$ cat src/hw/rtl/psic_pkg.sv
// ----------------------------------------------------------------------------
// Polyline self-intersection check: shared types and constants
// Status codes, beat layout widths and the probe control word that travels
// down the cell chain.
// ----------------------------------------------------------------------------
`default_nettype none

package psic_pkg;

    localparam int IN_COORD_W  = 8;
    localparam int S_TDATA_W   = 16;
    localparam int S_TUSER_W   = 1;
    localparam int M_TDATA_W   = 8;
    localparam int COUNT_OUT_W = 5;

    localparam logic [1:0] ST_OK       = 2'd0;
    localparam logic [1:0] ST_CONFLICT = 2'd1;
    localparam logic [1:0] ST_REPEAT   = 2'd2;
    localparam logic [1:0] ST_FULL     = 2'd3;

    typedef struct packed {
        logic valid;
        logic hit;
    } probe_ctl_t;

endpackage

`default_nettype wire

$ cat src/hw/rtl/psic_cell.sv
// ----------------------------------------------------------------------------
// Polyline check cell
// Holds one stored vertex and tests the probe segment against the segment
// from its vertex to its neighbor's. Two stages: cross-product terms, then
// sign tests; the probe moves on to the next cell.
// ----------------------------------------------------------------------------
`default_nettype none

module psic_cell
    import psic_pkg::*;
#(
    parameter int COORD_BITS = 8
) (
    input  wire                          aclk,
    input  wire                          aresetn,
    input  wire                          wr_en,
    input  wire  signed [COORD_BITS-1:0] wr_x,
    input  wire  signed [COORD_BITS-1:0] wr_y,
    output logic signed [COORD_BITS-1:0] own_x,
    output logic signed [COORD_BITS-1:0] own_y,
    input  wire  signed [COORD_BITS-1:0] nbr_x,
    input  wire  signed [COORD_BITS-1:0] nbr_y,
    input  wire                          seg_en,
    input  probe_ctl_t                   ctl_in,
    input  wire  signed [COORD_BITS-1:0] px_in,
    input  wire  signed [COORD_BITS-1:0] py_in,
    input  wire  signed [COORD_BITS-1:0] qx_in,
    input  wire  signed [COORD_BITS-1:0] qy_in,
    output probe_ctl_t                   ctl_out,
    output logic signed [COORD_BITS-1:0] px_out,
    output logic signed [COORD_BITS-1:0] py_out,
    output logic signed [COORD_BITS-1:0] qx_out,
    output logic signed [COORD_BITS-1:0] qy_out
);

    localparam int DW = COORD_BITS + 1;
    localparam int PW = 2 * DW;
    localparam int XW = PW + 1;

    logic signed [COORD_BITS-1:0] vx_reg, vy_reg;

    probe_ctl_t                   ctl1_reg;
    logic signed [COORD_BITS-1:0] px1_reg, py1_reg, qx1_reg, qy1_reg;
    logic signed [PW-1:0]         pr_reg [8];

    probe_ctl_t                   ctl2_reg;
    logic signed [COORD_BITS-1:0] px2_reg, py2_reg, qx2_reg, qy2_reg;

    logic signed [DW-1:0] ux, uy, sx, sy;
    logic signed [DW-1:0] w1x, w1y, w2x, w2y, w3x, w3y, w4x, w4y;
    logic signed [PW-1:0] pr_next [8];
    logic signed [XW-1:0] d1, d2, d3, d4;
    logic                 col, cross12, cross34, hit_next;

    assign own_x = vx_reg;
    assign own_y = vy_reg;

    always_ff @(posedge aclk) begin
        if (wr_en) begin
            vx_reg <= wr_x;
            vy_reg <= wr_y;
        end
    end

    always_comb begin
        ux  = DW'(qx_in) - DW'(px_in);
        uy  = DW'(qy_in) - DW'(py_in);
        sx  = DW'(nbr_x) - DW'(vx_reg);
        sy  = DW'(nbr_y) - DW'(vy_reg);
        w1x = DW'(vx_reg) - DW'(px_in);
        w1y = DW'(vy_reg) - DW'(py_in);
        w2x = DW'(nbr_x) - DW'(px_in);
        w2y = DW'(nbr_y) - DW'(py_in);
        w3x = DW'(px_in) - DW'(vx_reg);
        w3y = DW'(py_in) - DW'(vy_reg);
        w4x = DW'(qx_in) - DW'(vx_reg);
        w4y = DW'(qy_in) - DW'(vy_reg);
        pr_next[0] = ux * w1y;
        pr_next[1] = uy * w1x;
        pr_next[2] = ux * w2y;
        pr_next[3] = uy * w2x;
        pr_next[4] = sx * w3y;
        pr_next[5] = sy * w3x;
        pr_next[6] = sx * w4y;
        pr_next[7] = sy * w4x;
    end

    always_comb begin
        d1 = XW'(pr_reg[0]) - XW'(pr_reg[1]);
        d2 = XW'(pr_reg[2]) - XW'(pr_reg[3]);
        d3 = XW'(pr_reg[4]) - XW'(pr_reg[5]);
        d4 = XW'(pr_reg[6]) - XW'(pr_reg[7]);
        col     = (d1 == '0) && (d2 == '0);
        cross12 = (d1 != '0) && (d2 != '0) && (d1[XW-1] != d2[XW-1]);
        cross34 = (d3 != '0) && (d4 != '0) && (d3[XW-1] != d4[XW-1]);
        hit_next = ctl1_reg.hit | (seg_en & (col | (cross12 & cross34)));
    end

    always_ff @(posedge aclk) begin
        if (!aresetn) begin
            ctl1_reg <= '0;
            ctl2_reg <= '0;
        end else begin
            ctl1_reg <= ctl_in;
            ctl2_reg.valid <= ctl1_reg.valid;
            ctl2_reg.hit   <= hit_next;
        end
    end

    always_ff @(posedge aclk) begin
        px1_reg <= px_in;
        py1_reg <= py_in;
        qx1_reg <= qx_in;
        qy1_reg <= qy_in;
        for (int k = 0; k < 8; k++) begin
            pr_reg[k] <= pr_next[k];
        end
        px2_reg <= px1_reg;
        py2_reg <= py1_reg;
        qx2_reg <= qx1_reg;
        qy2_reg <= qy1_reg;
    end

    assign ctl_out = ctl2_reg;
    assign px_out  = px2_reg;
    assign py_out  = py2_reg;
    assign qx_out  = qx2_reg;
    assign qy_out  = qy2_reg;

endmodule

`default_nettype wire

$ cat config.mk
export PLATFORM = sky130hd
export DESIGN_NAME = psic_cell
export DESIGN_NICKNAME = d
export VERILOG_FILES = /design/src/hw/rtl/psic_pkg.sv /design/src/hw/rtl/psic_cell.sv
export SDC_FILE = /design/constraint.sdc
export NUM_CORES = 2
export LEC_CHECK = 0
export BUFFER_PORTS_ARGS = -buffer_cell sky130_fd_sc_hd__buf_2
export CAP_MARGIN = 10
export CELL_PAD_IN_SITES_DETAIL_PLACEMENT = 1
export CELL_PAD_IN_SITES_GLOBAL_PLACEMENT = 1
export CORE_MARGIN = 10
export CORE_UTILIZATION = 51
export DETAILED_ROUTE_END_ITERATION = 7
export GPL_TIMING_DRIVEN = 0
export PLACE_DENSITY_LB_ADDON = 0.1
export SYNTH_ARGS = -nofsm -noshare
export SYNTH_HDL_FRONTEND = slang
export SYNTH_SLANG_ARGS = --single-unit
$ cat constraint.sdc
create_clock -name aclk -period 11.3 [get_ports aclk]
set_input_delay 2.26 -clock aclk [delete_from_list [all_inputs] [get_ports aclk]]
set_output_delay 2.26 -clock aclk [all_outputs]
set_load 0.03 [all_outputs]
Word-level counts from Yosys, hierarchy flattened --
Memory sizes are Yosys's and may differ from the RTL's. Cells that the tools add are included.
Word-level totals: bits in registers 84, bits in writable memories 144, memories kept 1, bits of input ports 70, output and inout bits 50, logic and storage cells 56
Operators by class: add/subtract/negate cells 16, equality and inequality tests 2, bitwise operators 4, multiply operators 8, reductions and logical operators 11
Memory list:
- pr_reg | words 8, bits a word 18, rd ports 8, clocked after memory_dff 0, write ports 8, RTL line psic_cell.sv:44 | logic signed [PW-1:0] pr_reg [8];
Operator list (count):
- multiplier 9 x 9 -> 18 bit | 8
- subtractor 8 x 8 -> 9 bit | 12
- nonzero test 19 bit | 4
- subtractor 18 x 18 -> 19 bit | 4
- logical NOT 19 bit | 2
- logical AND 1 bit | 5
- AND 1 bit | 2
- != test 1 bit | 2
- OR 1 bit | 2

Depth between registers and ports, before layout --
word-level depth 8, depth in mapped cells 32, depth with buffers taken out 32

Least setup slack after synthesis --
OpenSTA, ideal clock, no wires.
path type in2reg, start point input port qy_in[0], end point memory pr_reg[0][34] (netlist name), path buffers 0, slack 2581 ps, stages on the path 29, setup time 73 ps, arrival 8646 ps, required time 11227 ps, cells stage by stage inv_1 ha_1 inv_1 fa_1 a21o_1 a21oi_1 o21bai_1 a21oi_1 nor2b_1 o31ai_1 nand2b_1 fa_1 inv_1 fa_1 fa_1 fa_1 inv_1 fa_1 inv_1 ha_1 inv_1 o21bai_1 a21oi_1 o21bai_1 a21oi_1 o21ai_0 or4_1 o311ai_0 xnor2_1
RTL lines:
- start, declared | RTL line psic_cell.sv:28 | input wire signed [COORD_BITS-1:0] qy_in,
- end, declared | RTL line psic_cell.sv:44

==> results <==
- The flow ran to the end, and the final reports show no timing, DRC or antenna violations.
- Entering global routing, the biggest net connects 17 pins.
- The first-pass GRT wire length is around 170,000 µm.
- The cell count of the worst reg-to-reg path is 28.
- The placeable core area is around 69,000 µm².
- The post-layout net count is 5,135.
- Averaged over all synthesized cells, the footprint is 9.19 µm².
- The worst register-to-register path begins at own_y[1].
- The most common cell after layout, fill and taps aside is inv_1.
- Post-CTS timing repair inserted 0 buffers for setup.
- The via density per instance is 5.41.
- The cts-stage hold buffer count is 0.
- The proportion of netlist area held by the largest area contributor is 0.324.
- The fraction of layout instances using a drive strength above 1 is 0.0529.
- In this run the vertical extent of the chip is 284 µm.
- The mapped netlist covers 35,600 µm².
- TritonCTS built the clock tree.
- For this run the aggregate overflow at the end of global routing stands at 0.
- The remaining antenna violation count after routing is 0.
- The count of boundary I/O pins is 120.
- The post-CTS resize count is 0.
- The final-report max-slew violation count was 0.
- The clock latency on the worst-skew pair is 580 ps.
- The cell count after placement is 4,920.
- After detailed routing, the number of remaining DRC violations is 0.
- For this run, the register share of the synthesized area comes to 0.133.
- The register-to-register setup slack is 2740 ps.
- When the netlist entered floorplanning its net count stood at 4,983.
- The endpoint identified for the worst register-to-register timing path is pr_reg[1][71].
- The classification of the worst setup path is input port to flip-flop.
- For this run, the number of Yosys warnings is 0.
- Counting every instance in the synthesized netlist gives 3,869.
- For this configuration, the core starts out at a cell density of 0.517.
- The via count of the first global-routing pass came to 29,300.
- In this run the number of H-tree levels came out at 1.
- The slowest stage cell on the critical path is clkbuf_1.
- The overall track demand over capacity in global routing is 0.263.
- The placer's final routability congestion estimate is 1.00.
- The relative slew slack is 0.163.
- After detailed routing, the total wire length is about 110,000 µm.
- Summed over all failing endpoints, the final setup total negative slack is 0 ps.
- After synthesis, the share of flip-flops with an asynchronous set or reset is 0.
- The number of buffers on the longest clock path is 3.
- The count of buffers added on input and output ports is 119.
- The mean routed wirelength per cell is 21.2 µm.
- The library cells used most frequently in the layout, excluding fill and tap cells, are inv_1 (833), fa_1 (576), ha_1 (468), nor2_1 (347), nand2_1 (284).
- The fmax is 0.102 GHz.
- The launch point of the worst hold path is qx1_reg[2].
- The worst setup path is launched from an input port.
- After clock tree synthesis, the clock-pin slew on the worst setup and hold paths is 60 ps.
- After synthesis, the cell types taking the most area are fa_1 (32%), ha_1 (16%), dfxtp_1 (12%).
- The worst path in the final design needs a cycle of slightly below 10,000 ps, including I/O delays and setup.
- The synthesized design contains 16 enable-type register cells.
- The met1 usage is 0.365.
- The final worst-path setup slack is 1520 ps.
- Setup violations remaining at the end of the flow were counted as 0.
- Detailed placement ended at an HPWL of 91,400 µm.
- The post-placement worst setup slack is 999 ps.
- The required time at the worst-slack endpoint is 11,750 ps.
- Counting instances, the worst hold path has a depth of 0.
- The count of final hold-check violations is 0.
- The flip-flop count of the largest register after layout is around 140.
- The most used flip-flop cell after synthesis is dfxtp_1.
- The clock net in this run drives a total of about 230 sinks.
- The horizontal extent of the die is 284 µm.
- The post-synthesis register bit count is ~230.
- Counting the buffers created by CTS gives 27.
- After floorplanning, the core was divided into 96 placement rows.
- The number of different library cells used by synthesis comes to 78.
- The worst clock skew on the final layout is approximately 17 ps.
- The number of filler cells placed in the layout is approximately 8,000.
- The tree is rooted in a clkbuf_16.
- The nature of the critical path endpoint is a flip-flop.
- The hold slack is 326 ps.
- Summed over all instances, the cell type with the most area after synthesis is fa_1.
- The initial antenna violation count came to 18.
- The critical-path maximum fanout is 10.
- The synthesis-to-finish area growth is 7.52%.
- The count of routing violations after the opening detailed-route iteration is 1,537.
- At the pin with the least slew margin, the transition time is roughly 1200 ps.
- The endpoint with the worst hold slack is qx_out[2].
- For this run, global-route usage on met2 was measured as 0.427.
- The ratio of final minimum period to clock period is 0.865.
- The data arrival time of the worst path is a little over 10,000 ps.
- For this run, global-route usage on met3 was measured as 0.0487.
- Before antenna repair, the detailed router went through 5 iterations.
- The final route contains 26,900 vias.
- The number of max-capacitance violations reported is 0.
- The die area is approximately 81,000 µm².
- The tightest min-delay check is of the flip-flop to flip-flop type.
- The stage delay of the slowest cell on the critical path is 540 ps.
- The non-filler instance count after layout is between 4,000 and 5,000.
- Setup repair after global routing left no endpoint under its margin.
- The most congested layer reported by global routing is met2.
-- layer usage --
layer / wire [µm] / up-vias / share of wire
li1: - / 12300 / -
met1: 47500 / 13800 / 0.45
met2: 48000 / 677 / 0.46
met3: 7790 / 116 / 0.074
met4: 2200 / 6 / 0.021
met5: 33 / - / 0.00031
-- layout make-up --
class                   instances  area (µm²)  share of cell area
clock inverters                17         131             0.00344
diodes                          1        2.50           0.0000655
repair buffers                123         637              0.0167
flip-flops and latches        228        4720               0.124
clock buffers                  33         738              0.0193
plain buffers                  55         230             0.00602
multi-input cells            2749       27500               0.718
inverters                     837        3140              0.0822
well taps                     931        1160              0.0305
-- how the worst max path moves through the flow --
stage,from,endpoint
floorplan,qy_in[0],pr_reg[0][34]
global placement,px_in[1],pr_reg[0][53]
detailed placement,px_in[1],pr_reg[0][53]
CTS,nbr_y[0],pr_reg[1][71]
global route,nbr_y[0],pr_reg[1][71]
finish,nbr_y[0],pr_reg[1][71]
-- synthesized netlist by cell type (31+ instances only) --
cell and n:
fa_1 576, nand2b_1 137, dfxtp_1 212, a21oi_1 144, xor2_1 70, ha_1 468
a21o_1 75, and2_1 32, xnor2_1 204, nand2_1 284, o21ai_0 55, nor2_1 347
nor3_1 31, inv_1 833, o21bai_1 53, clkbuf_1 51, nor2b_1 49
-- cells by family (layout without fill, tap and decap cells) --
| family | count (synthesis) | in the layout | synth area share |
|---|---|---|---|
| other | 0 | 1 | 0 |
| muxes | 19 | 19 | 0.00553 |
| DFF | 228 | 228 | 0.133 |
| buffers and inverters | 892 | 1065 | 0.0949 |
| xor gates and xnor gates | 274 | 274 | 0.0675 |
| and+or+nand+nor | 955 | 955 | 0.124 |
| adders and majority gates | 1044 | 1044 | 0.489 |
| AOI/OAI and AO/OA | 457 | 457 | 0.0864 |
-- through the flow --
step / util / area (µm²)
5_1_grt: 0.555 / 38200
4_1_cts: 0.555 / 38200
2_1_floorplan: - / 35600
6_report: 0.555 / 38200
3_3_place_gp: 0.542 / 37300
3_5_place_dp: 0.542 / 37300
-- critical path, delay by kind of cell --
kind	cells	cell delay, ps
adders and majority gates	8	3490
AOI/OAI and AO/OA	10	2060
and+or+nand+nor	3	370
xor gates and xnor gates	2	820
buffers and inverters	8	1200
Power is left out: the tool's default activity adds up to more than one toggle a clock period on the data nets, which glitch-free logic cannot reach.
